$ cat config.mk
export PLATFORM = sky130hd
export DESIGN_NAME = marquee_text_scroller
export DESIGN_NICKNAME = d
export VERILOG_FILES = /design/src/design/mts_pkg.sv /design/src/design/marquee_text_scroller.sv /design/src/design/mts_ctrl.sv /design/src/design/mts_dpath.sv
export SDC_FILE = /design/constraint.sdc
export NUM_CORES = 1
export LEC_CHECK = 0
export BUFFER_PORTS_ARGS = -buffer_cell sky130_fd_sc_hd__clkbuf_2
export CAP_MARGIN = 10
export CORE_MARGIN = 5
export CORE_UTILIZATION = 50
export CTS_CLUSTER_SIZE = 28
export DETAILED_ROUTE_END_ITERATION = 16
export GPL_TIMING_DRIVEN = 0
export PLACE_DENSITY = 0.65
export SETUP_SLACK_MARGIN = 0.3
export SYNTH_ARGS = -nofsm -noshare
export SYNTH_HDL_FRONTEND = slang
export SYNTH_SLANG_ARGS = --single-unit
export TNS_END_PERCENT = 10
$ cat constraint.sdc
create_clock -name clk -period 4.2 [get_ports clk]
set_clock_uncertainty 0.05 [all_clocks]
set_input_delay 0.21 -clock clk [delete_from_list [all_inputs] [get_ports clk]]
set_output_delay 0.21 -clock clk [all_outputs]
set_load 0.01 [all_outputs]
$ cat src/design/mts_pkg.sv
// mts_pkg: shared types and constants for the marquee text scroller
// no dependencies; used by every module of the block
`default_nettype none

package mts_pkg;

	localparam int STORE_DEPTH     = 64;
	localparam int SCREEN_WIDTH    = 16;
	localparam int DIGITS_PER_CHIP = 4;

	localparam int ADDR_W = $clog2(STORE_DEPTH);
	localparam int OFS_W  = $clog2(STORE_DEPTH + 1);
	localparam int SRC_W  = OFS_W + 1;
	localparam int POS_W  = $clog2(SCREEN_WIDTH);
	localparam int DIG_W  = 2;
	localparam int CHIP_W = 2;
	localparam int CHAR_W = 8;

	typedef enum logic [1:0] {
		CMD_TICK    = 2'd0,
		CMD_LOAD    = 2'd1,
		CMD_RESTART = 2'd2,
		CMD_NONE    = 2'd3
	} cmd_code_t;

	typedef enum logic [1:0] {
		ST_IDLE,
		ST_CHECK,
		ST_FIRST,
		ST_EMIT
	} state_t;

	typedef struct packed {
		logic [1:0]        cmd;
		logic [ADDR_W-1:0] byte_index;
		logic [CHAR_W-1:0] byte_value;
		logic [POS_W-1:0]  start_position;
	} req_t;

	typedef struct packed {
		logic [CHIP_W-1:0] chip;
		logic [DIG_W-1:0]  digit;
		logic [CHAR_W-1:0] character;
		logic              clear_chip;
		logic              last;
	} wr_t;

	// controller to datapath
	typedef struct packed {
		logic load;
		logic restart;
		logic start_early;
		logic start_check;
		logic wrap;
		logic advance;
		logic fetch;
		logic emit;
		logic step;
	} ctl_t;

	// datapath to controller
	typedef struct packed {
		logic pos_gt_half;
		logic rd_zero;
		logic emit_last;
		logic out_free;
	} sts_t;

endpackage

`default_nettype wire

$ cat src/design/marquee_text_scroller.sv
// marquee_text_scroller: top level, mts_ctrl sequencer plus mts_dpath; depends on mts_pkg
// load and restart requests complete on acceptance; a tick's first digit write is registered
// in ST_EMIT, reached through ST_FIRST (sliding in) or ST_CHECK and ST_FIRST (scrolling), then
// one write a cycle while wr_ready does not stall the output, paced by the single read port of
// the message store; a full screen of 16 writes keeps req_ready low until the last is registered
// reset (arst_n, asynchronous): store reads as zeros, screen position 8, text offset 0
`default_nettype none

module marquee_text_scroller (
	input  wire logic          clk,
	input  wire logic          arst_n,
	input  wire logic          req_valid,
	output logic               req_ready,
	input  wire mts_pkg::req_t req,
	output logic               wr_valid,
	input  wire logic          wr_ready,
	output mts_pkg::wr_t       wr
);

	mts_pkg::ctl_t ctl;
	mts_pkg::sts_t sts;

	mts_ctrl u_ctrl (
		.clk       (clk),
		.arst_n    (arst_n),
		.req_valid (req_valid),
		.req_ready (req_ready),
		.cmd       (req.cmd),
		.sts       (sts),
		.ctl       (ctl)
	);

	mts_dpath u_dpath (
		.clk      (clk),
		.arst_n   (arst_n),
		.req      (req),
		.ctl      (ctl),
		.sts      (sts),
		.wr_valid (wr_valid),
		.wr_ready (wr_ready),
		.wr       (wr)
	);

endmodule

`default_nettype wire

$ cat src/design/mts_ctrl.sv
// mts_ctrl: sequencer for one request at a time (tick, load, restart)
// depends on mts_pkg
`default_nettype none

module mts_ctrl (
	input  wire logic          clk,
	input  wire logic          arst_n,
	input  wire logic          req_valid,
	output logic               req_ready,
	input  wire logic [1:0]    cmd,
	input  wire mts_pkg::sts_t sts,
	output mts_pkg::ctl_t      ctl
);

	mts_pkg::state_t state_q;
	mts_pkg::state_t state_d;
	logic            accept;
	logic            is_tick;

	assign req_ready = (state_q == mts_pkg::ST_IDLE);
	assign accept    = req_valid && req_ready;
	assign is_tick   = (cmd == mts_pkg::CMD_TICK);

	always_ff @(posedge clk or negedge arst_n) begin
		if (!arst_n) begin
			state_q <= mts_pkg::ST_IDLE;
		end else begin
			state_q <= state_d;
		end
	end

	always_comb begin
		state_d = state_q;
		unique case (state_q)
			mts_pkg::ST_IDLE: begin
				if (accept && is_tick) begin
					state_d = sts.pos_gt_half ? mts_pkg::ST_FIRST : mts_pkg::ST_CHECK;
				end
			end
			mts_pkg::ST_CHECK: begin
				state_d = sts.rd_zero ? mts_pkg::ST_IDLE : mts_pkg::ST_FIRST;
			end
			mts_pkg::ST_FIRST: begin
				state_d = sts.rd_zero ? mts_pkg::ST_IDLE : mts_pkg::ST_EMIT;
			end
			mts_pkg::ST_EMIT: begin
				if (sts.out_free && sts.emit_last) begin
					state_d = mts_pkg::ST_IDLE;
				end
			end
			default: state_d = mts_pkg::ST_IDLE;
		endcase
	end

	always_comb begin
		ctl = '0;
		unique case (state_q)
			mts_pkg::ST_IDLE: begin
				ctl.load        = accept && (cmd == mts_pkg::CMD_LOAD);
				ctl.restart     = accept && (cmd == mts_pkg::CMD_RESTART);
				ctl.start_early = accept && is_tick && sts.pos_gt_half;
				ctl.start_check = accept && is_tick && !sts.pos_gt_half;
			end
			mts_pkg::ST_CHECK: begin
				ctl.wrap    = sts.rd_zero;
				ctl.advance = !sts.rd_zero;
			end
			mts_pkg::ST_FIRST: begin
				ctl.fetch = !sts.rd_zero;
			end
			mts_pkg::ST_EMIT: begin
				ctl.emit = sts.out_free;
				ctl.step = sts.out_free && !sts.emit_last;
			end
			default: ctl = '0;
		endcase
	end

endmodule

`default_nettype wire

$ cat src/design/mts_dpath.sv
// mts_dpath: message store, scroll position registers, walk pointers, write register
// depends on mts_pkg; driven by mts_ctrl
`default_nettype none

module mts_dpath (
	input  wire logic          clk,
	input  wire logic          arst_n,
	input  wire mts_pkg::req_t req,
	input  wire mts_pkg::ctl_t ctl,
	output mts_pkg::sts_t      sts,
	output logic               wr_valid,
	input  wire logic          wr_ready,
	output mts_pkg::wr_t       wr
);

	logic [mts_pkg::CHAR_W-1:0]      mem [mts_pkg::STORE_DEPTH];
	logic [mts_pkg::STORE_DEPTH-1:0] vld_q;

	logic [mts_pkg::POS_W-1:0]  pos_q;
	logic [mts_pkg::OFS_W-1:0]  offset_q;
	logic [mts_pkg::POS_W-1:0]  walk_pos_q;
	logic [mts_pkg::SRC_W-1:0]  src_q;
	logic [mts_pkg::CHAR_W-1:0] cur_q;
	logic [mts_pkg::CHAR_W-1:0] rd_data_q;
	logic                       rd_ok_q;
	logic                       wr_valid_q;
	mts_pkg::wr_t               wr_q;

	logic                       rd_en;
	logic [mts_pkg::SRC_W-1:0]  rd_addr;
	logic [mts_pkg::ADDR_W-1:0] rd_idx;
	logic                       rd_in_range;
	logic [mts_pkg::CHAR_W-1:0] rd_char;
	logic                       out_free;
	logic                       emit_last;

	assign rd_en = ctl.start_early | ctl.start_check | ctl.advance | ctl.fetch | ctl.step;

	always_comb begin
		if (ctl.start_early) begin
			rd_addr = '0;
		end else if (ctl.start_check) begin
			rd_addr = mts_pkg::SRC_W'(offset_q);
		end else if (ctl.advance) begin
			rd_addr = mts_pkg::SRC_W'(offset_q) + mts_pkg::SRC_W'(1);
		end else begin
			rd_addr = src_q;
		end
	end

	assign rd_idx      = rd_addr[mts_pkg::ADDR_W-1:0];
	assign rd_in_range = (rd_addr < mts_pkg::SRC_W'(mts_pkg::STORE_DEPTH));
	// past the end of the store, or never loaded, reads as a terminator
	assign rd_char     = rd_ok_q ? rd_data_q : '0;

	always_ff @(posedge clk) begin
		if (ctl.load) begin
			mem[req.byte_index] <= req.byte_value;
		end
		if (rd_en) begin
			rd_data_q <= mem[rd_idx];
		end
	end

	always_ff @(posedge clk or negedge arst_n) begin
		if (!arst_n) begin
			vld_q   <= '0;
			rd_ok_q <= 1'b0;
		end else begin
			if (ctl.load) begin
				vld_q[req.byte_index] <= 1'b1;
			end
			if (rd_en) begin
				rd_ok_q <= rd_in_range && vld_q[rd_idx];
			end
		end
	end

	always_ff @(posedge clk or negedge arst_n) begin
		if (!arst_n) begin
			pos_q    <= mts_pkg::POS_W'(mts_pkg::SCREEN_WIDTH / 2);
			offset_q <= '0;
		end else begin
			if (ctl.restart) begin
				pos_q    <= req.start_position;
				offset_q <= '0;
			end else if (ctl.wrap) begin
				pos_q    <= mts_pkg::POS_W'(mts_pkg::SCREEN_WIDTH - 1);
				offset_q <= '0;
			end else if (ctl.start_early) begin
				pos_q <= pos_q - mts_pkg::POS_W'(1);
			end else if (ctl.advance) begin
				offset_q <= offset_q + mts_pkg::OFS_W'(1);
			end
		end
	end

	always_ff @(posedge clk) begin
		if (ctl.start_early) begin
			walk_pos_q <= pos_q;
			src_q      <= mts_pkg::SRC_W'(1);
		end else if (ctl.advance) begin
			walk_pos_q <= pos_q;
			src_q      <= mts_pkg::SRC_W'(offset_q) + mts_pkg::SRC_W'(2);
		end else if (ctl.fetch || ctl.step) begin
			src_q <= src_q + mts_pkg::SRC_W'(1);
		end
		if (ctl.step) begin
			walk_pos_q <= walk_pos_q + mts_pkg::POS_W'(1);
		end
		if (ctl.fetch || ctl.step) begin
			cur_q <= rd_char;
		end
	end

	// rd_char here is the character after cur_q
	assign emit_last = (walk_pos_q == mts_pkg::POS_W'(mts_pkg::SCREEN_WIDTH - 1))
		|| (rd_char == '0);
	assign out_free  = !wr_valid_q || wr_ready;

	always_ff @(posedge clk or negedge arst_n) begin
		if (!arst_n) begin
			wr_valid_q <= 1'b0;
		end else if (ctl.emit) begin
			wr_valid_q <= 1'b1;
		end else if (wr_ready) begin
			wr_valid_q <= 1'b0;
		end
	end

	always_ff @(posedge clk) begin
		if (ctl.emit) begin
			wr_q.chip       <= mts_pkg::CHIP_W'(walk_pos_q / mts_pkg::DIGITS_PER_CHIP);
			wr_q.digit      <= mts_pkg::DIG_W'(mts_pkg::DIGITS_PER_CHIP - 1)
				- mts_pkg::DIG_W'(walk_pos_q % mts_pkg::DIGITS_PER_CHIP);
			wr_q.character  <= cur_q;
			wr_q.clear_chip <= (walk_pos_q % mts_pkg::DIGITS_PER_CHIP) == 0;
			wr_q.last       <= emit_last;
		end
	end

	assign sts.pos_gt_half = pos_q > mts_pkg::POS_W'(mts_pkg::SCREEN_WIDTH / 2);
	assign sts.rd_zero     = (rd_char == '0);
	assign sts.emit_last   = emit_last;
	assign sts.out_free    = out_free;

	assign wr_valid = wr_valid_q;
	assign wr       = wr_q;

endmodule

`default_nettype wire

==> flow_metrics.env <==
export IMPL_tns_ps=0
export IMPL_timing_critical_path_to_type="register"
export IMPL_hold_class="in2reg"
export IMPL_maxClockFrequency_mhz=255
export IMPL_drc=0
export IMPL_synth_area_per_cell_um2=13.1
export IMPL_die_area_um2=57500
export IMPL_layout_commonest_cell="edfxtp_1"
export IMPL_syn_instance_count=2012
export IMPL_layout_common_cells="edfxtp_1, nand2_1, nand3_1, mux2i_1, nor2_1"
export IMPL_arrival_ps=4190
export IMPL_cts_tree="yes"
export IMPL_layout_drive_gt1_share=0.165
export IMPL_grt_use_total=0.253
export IMPL_grt_pass1_wl_um=108000
export IMPL_period_share=0.933
export IMPL_start_util=0.503
export IMPL_fill_cells=4131
export IMPL_synth_edf_count=546
export IMPL_drtPass1Iterations=5
export IMPL_regArea_um2=18500
export IMPL_crit_slowest_cell="or4b_4"
export IMPL_num_vias=17400
export IMPL_htree_num_levels=3
export IMPL_synth_area_um2=26400
export IMPL_antenna_left=0
export IMPL_sequentialPowerShare=0.385
export IMPL_multi_input_area_um2=7640
export IMPL_p_sw_w=0.00627
export IMPL_crit_top_cell="buf_2"
export IMPL_worst_ep_required_time_ps=4470
export IMPL_viasPerCell=6.04
export IMPL_drt_iter0_markers=2189
export IMPL_critPathMaxFanout=10
export IMPL_power_total_w=0.0186
export IMPL_ios=40
export IMPL_path_cells="or4b_4 -> nor2_2 -> a211o_1 -> and2_1 -> buf_2 -> buf_2 -> buf_2 -> nand3_1 -> a311oi_2 -> o32ai_1 -> a221o_1"
export IMPL_yosys_cell_types_count=63
export IMPL_rows=84
export IMPL_cts_buffers=67
export IMPL_synthToLayoutAreaGrowth_pct=14.8
export IMPL_synth_flop_cell="edfxtp_1"
export IMPL_place_congestion=0.962
export IMPL_core_area_um2=52400
export IMPL_syn_nets=2042
export IMPL_ys_warn_count=0
export IMPL_clk_pin_slew_ps=60
export IMPL_grt_max_degree=65
export IMPL_status="finished clean"
export IMPL_setup_viol=0
export IMPL_cts_buffer_depth=3
export IMPL_ir_worst_vdd_mv=0.341
export IMPL_maxSlewHeadroom=0.215
export IMPL_switching_share=0.338
export IMPL_hold_worst_slack_ps=46.4
export IMPL_hpwl_um=47500
export IMPL_rsz0062_at_grt="yes"
export IMPL_fin_crit_ps=3920
export IMPL_synth_seq_area_share=0.702
export IMPL_grt_pass1_vias=16800
export IMPL_routedWlPerCell_um=25.3
export IMPL_antenna_found_initial=5
export IMPL_power_internal_w=0.0123
export IMPL_clock_sinks=633
export IMPL_die_w_um=240
export IMPL_routed_wl_um=72900
export IMPL_cap_violations=0
export IMPL_critPathLaunchType="register"
export IMPL_cpPeakStageDelay_ps=620
export IMPL_ys_seq_elements=633
export IMPL_die_y_um=240
export IMPL_drv_slew=0
export IMPL_combPwrFrac=0.300
export IMPL_clock_power_share=0.315
export IMPL_cts_root_buffer="clkbuf_16"
export IMPL_insertion_delay_ps=610
export IMPL_powerDensity_nw_per_um2=613
export IMPL_worstMarginPinSlew_ps=1170
export IMPL_p_leak_nw=11.0
export IMPL_nets=2158
export IMPL_hold_violations=0
export IMPL_grt_overflow_total=0
export IMPL_crit_type="reg2reg"
export IMPL_synthArstFlopShare=0.125
export IMPL_io_buffers=34
## synthesized netlist by cell type (7+ instances only)
cell type | instances | area share
o32ai_1 | 9 | 0.0030
a221o_1 | 11 | 0.0042
o21ai_0 | 30 | 0.0057
nand3b_1 | 10 | 0.0028
dfrtp_1 | 78 | 0.074
nor2_1 | 114 | 0.016
nand3_1 | 144 | 0.027
inv_1 | 9 | 0.0013
a22oi_1 | 14 | 0.0040
and3_1 | 58 | 0.014
dfxtp_1 | 8 | 0.0061
edfxtp_1 | 546 | 0.62
a311oi_1 | 88 | 0.029
clkbuf_1 | 49 | 0.0070
buf_1 | 9 | 0.0013
a21oi_1 | 19 | 0.0036
nor3_1 | 8 | 0.0015
nand2_1 | 440 | 0.063
mux2_2 | 10 | 0.0043
mux2i_1 | 137 | 0.052
or2_2 | 65 | 0.015
and2_1 | 14 | 0.0033
buf_2 | 51 | 0.0097
buf_4 | 7 | 0.0020
## kinds of logic after synthesis
| logic type | synth area share |
|---|---|
| AO/OA/AOI/OAI | 0.0618 |
| XOR/XNOR | 0.00232 |
| adder cells (fa/ha/maj) | 0.00285 |
| buffers and inverters | 0.0238 |
| flip-flops | 0.702 |
| multiplexers | 0.0562 |
| AND/OR/NAND/NOR | 0.151 |
## final timing paths
| kind | slack (ps) | endpoint | startpoint | depth (start not counted) |
|---|---|---|---|---|
| min in group asynchronous | 140 | u_dpath.pos_q[2] | arst_n | 2 |
| max | 280 | u_dpath.rd_data_q[6] | u_ctrl.state_q[1] | 11 |
| min reg2reg | 360 | u_dpath.wr[9] | u_dpath.cur_q[7] | 0 |
| max reg2reg | 280 | u_dpath.rd_data_q[6] | u_ctrl.state_q[1] | 11 |
| max in group asynchronous | 3290 | u_dpath.vld_q[41] | arst_n | 3 |
| min | 50 | u_dpath.pos_q[3] | req_valid | 4 |
## state kept, by name, indices dropped and copies added, names as in the netlist
register / flops
u_dpath.src_q: 8
u_dpath.pos_q: 4
u_dpath.vld_q: 64
u_dpath.rd_data_q: 8
u_dpath.cur_q: 8
u_dpath.wr_valid: 1
u_dpath.wr: 14
u_dpath.mem: 512
u_dpath.rd_ok_q: 1
u_dpath.walk_pos_q: 4
u_dpath.offset_q: 7
u_ctrl.state_q: 2
## layer usage
metal	global-route usage	share of wire	vias to the layer above
li1	-	-	7695
met1	0.363	0.41	8601
met2	0.390	0.46	898
met3	0.0534	0.097	162
met4	0.0825	0.034	8
met5	0	0.00066	-
## critical path: cells and delay by family, from the launching register on
| family | cells | cell delay (ps) |
|---|---|---|
| compound gates | 4 | 1120 |
| buf+inv | 3 | 820 |
| simple gates | 4 | 1200 |
| flops | 1 | 440 |
## per-stage QoR
stage,cells,instance area [um^2],worst slack (ps),util
final,2874,30300,281,0.578
after global routing,2870,30300,169,0.578
after CTS,2869,30000,255,0.572
after detailed placement,2737,27500,-350,0.524
after global placement,2734,27400,-317,0.523
after floorplan,2012,26400,1160,-
## cell type report
| type | count | area share |
|---|---|---|
| Clock buffer | 92 | 0.0612 |
| Sequential cell | 633 | 0.612 |
| Multi-Input combinational cell | 1248 | 0.252 |
| Timing Repair Buffer | 47 | 0.0121 |
| Tap cell | 688 | 0.0284 |
| Clock inverter | 31 | 0.0102 |
| Inverter | 9 | 0.00111 |
| Antenna cell | 4 | 0.000330 |
| Buffer | 122 | 0.0229 |
## power by group through the flow
stage	registers, W	logic [W]	clock network (W)
4_1_cts	0.00714	0.00530	0.00590
5_1_grt	0.00717	0.00590	0.00616
3_5_place_dp	0.00726	0.00507	0
3_3_place_gp	0.00726	0.00499	0
2_1_floorplan	0.00722	0.00317	0
6_report	0.00715	0.00557	0.00584
## repair_timing
item	4_1_cts	5_1_grt
gates resized for setup	60	72
pin swaps	0	3
buffers inserted	1	0
hold buffers	8	0
setup endpoints to repair	9	9
endpoints found under the hold margin	44	0
Power figures use the tool's default switching activity.
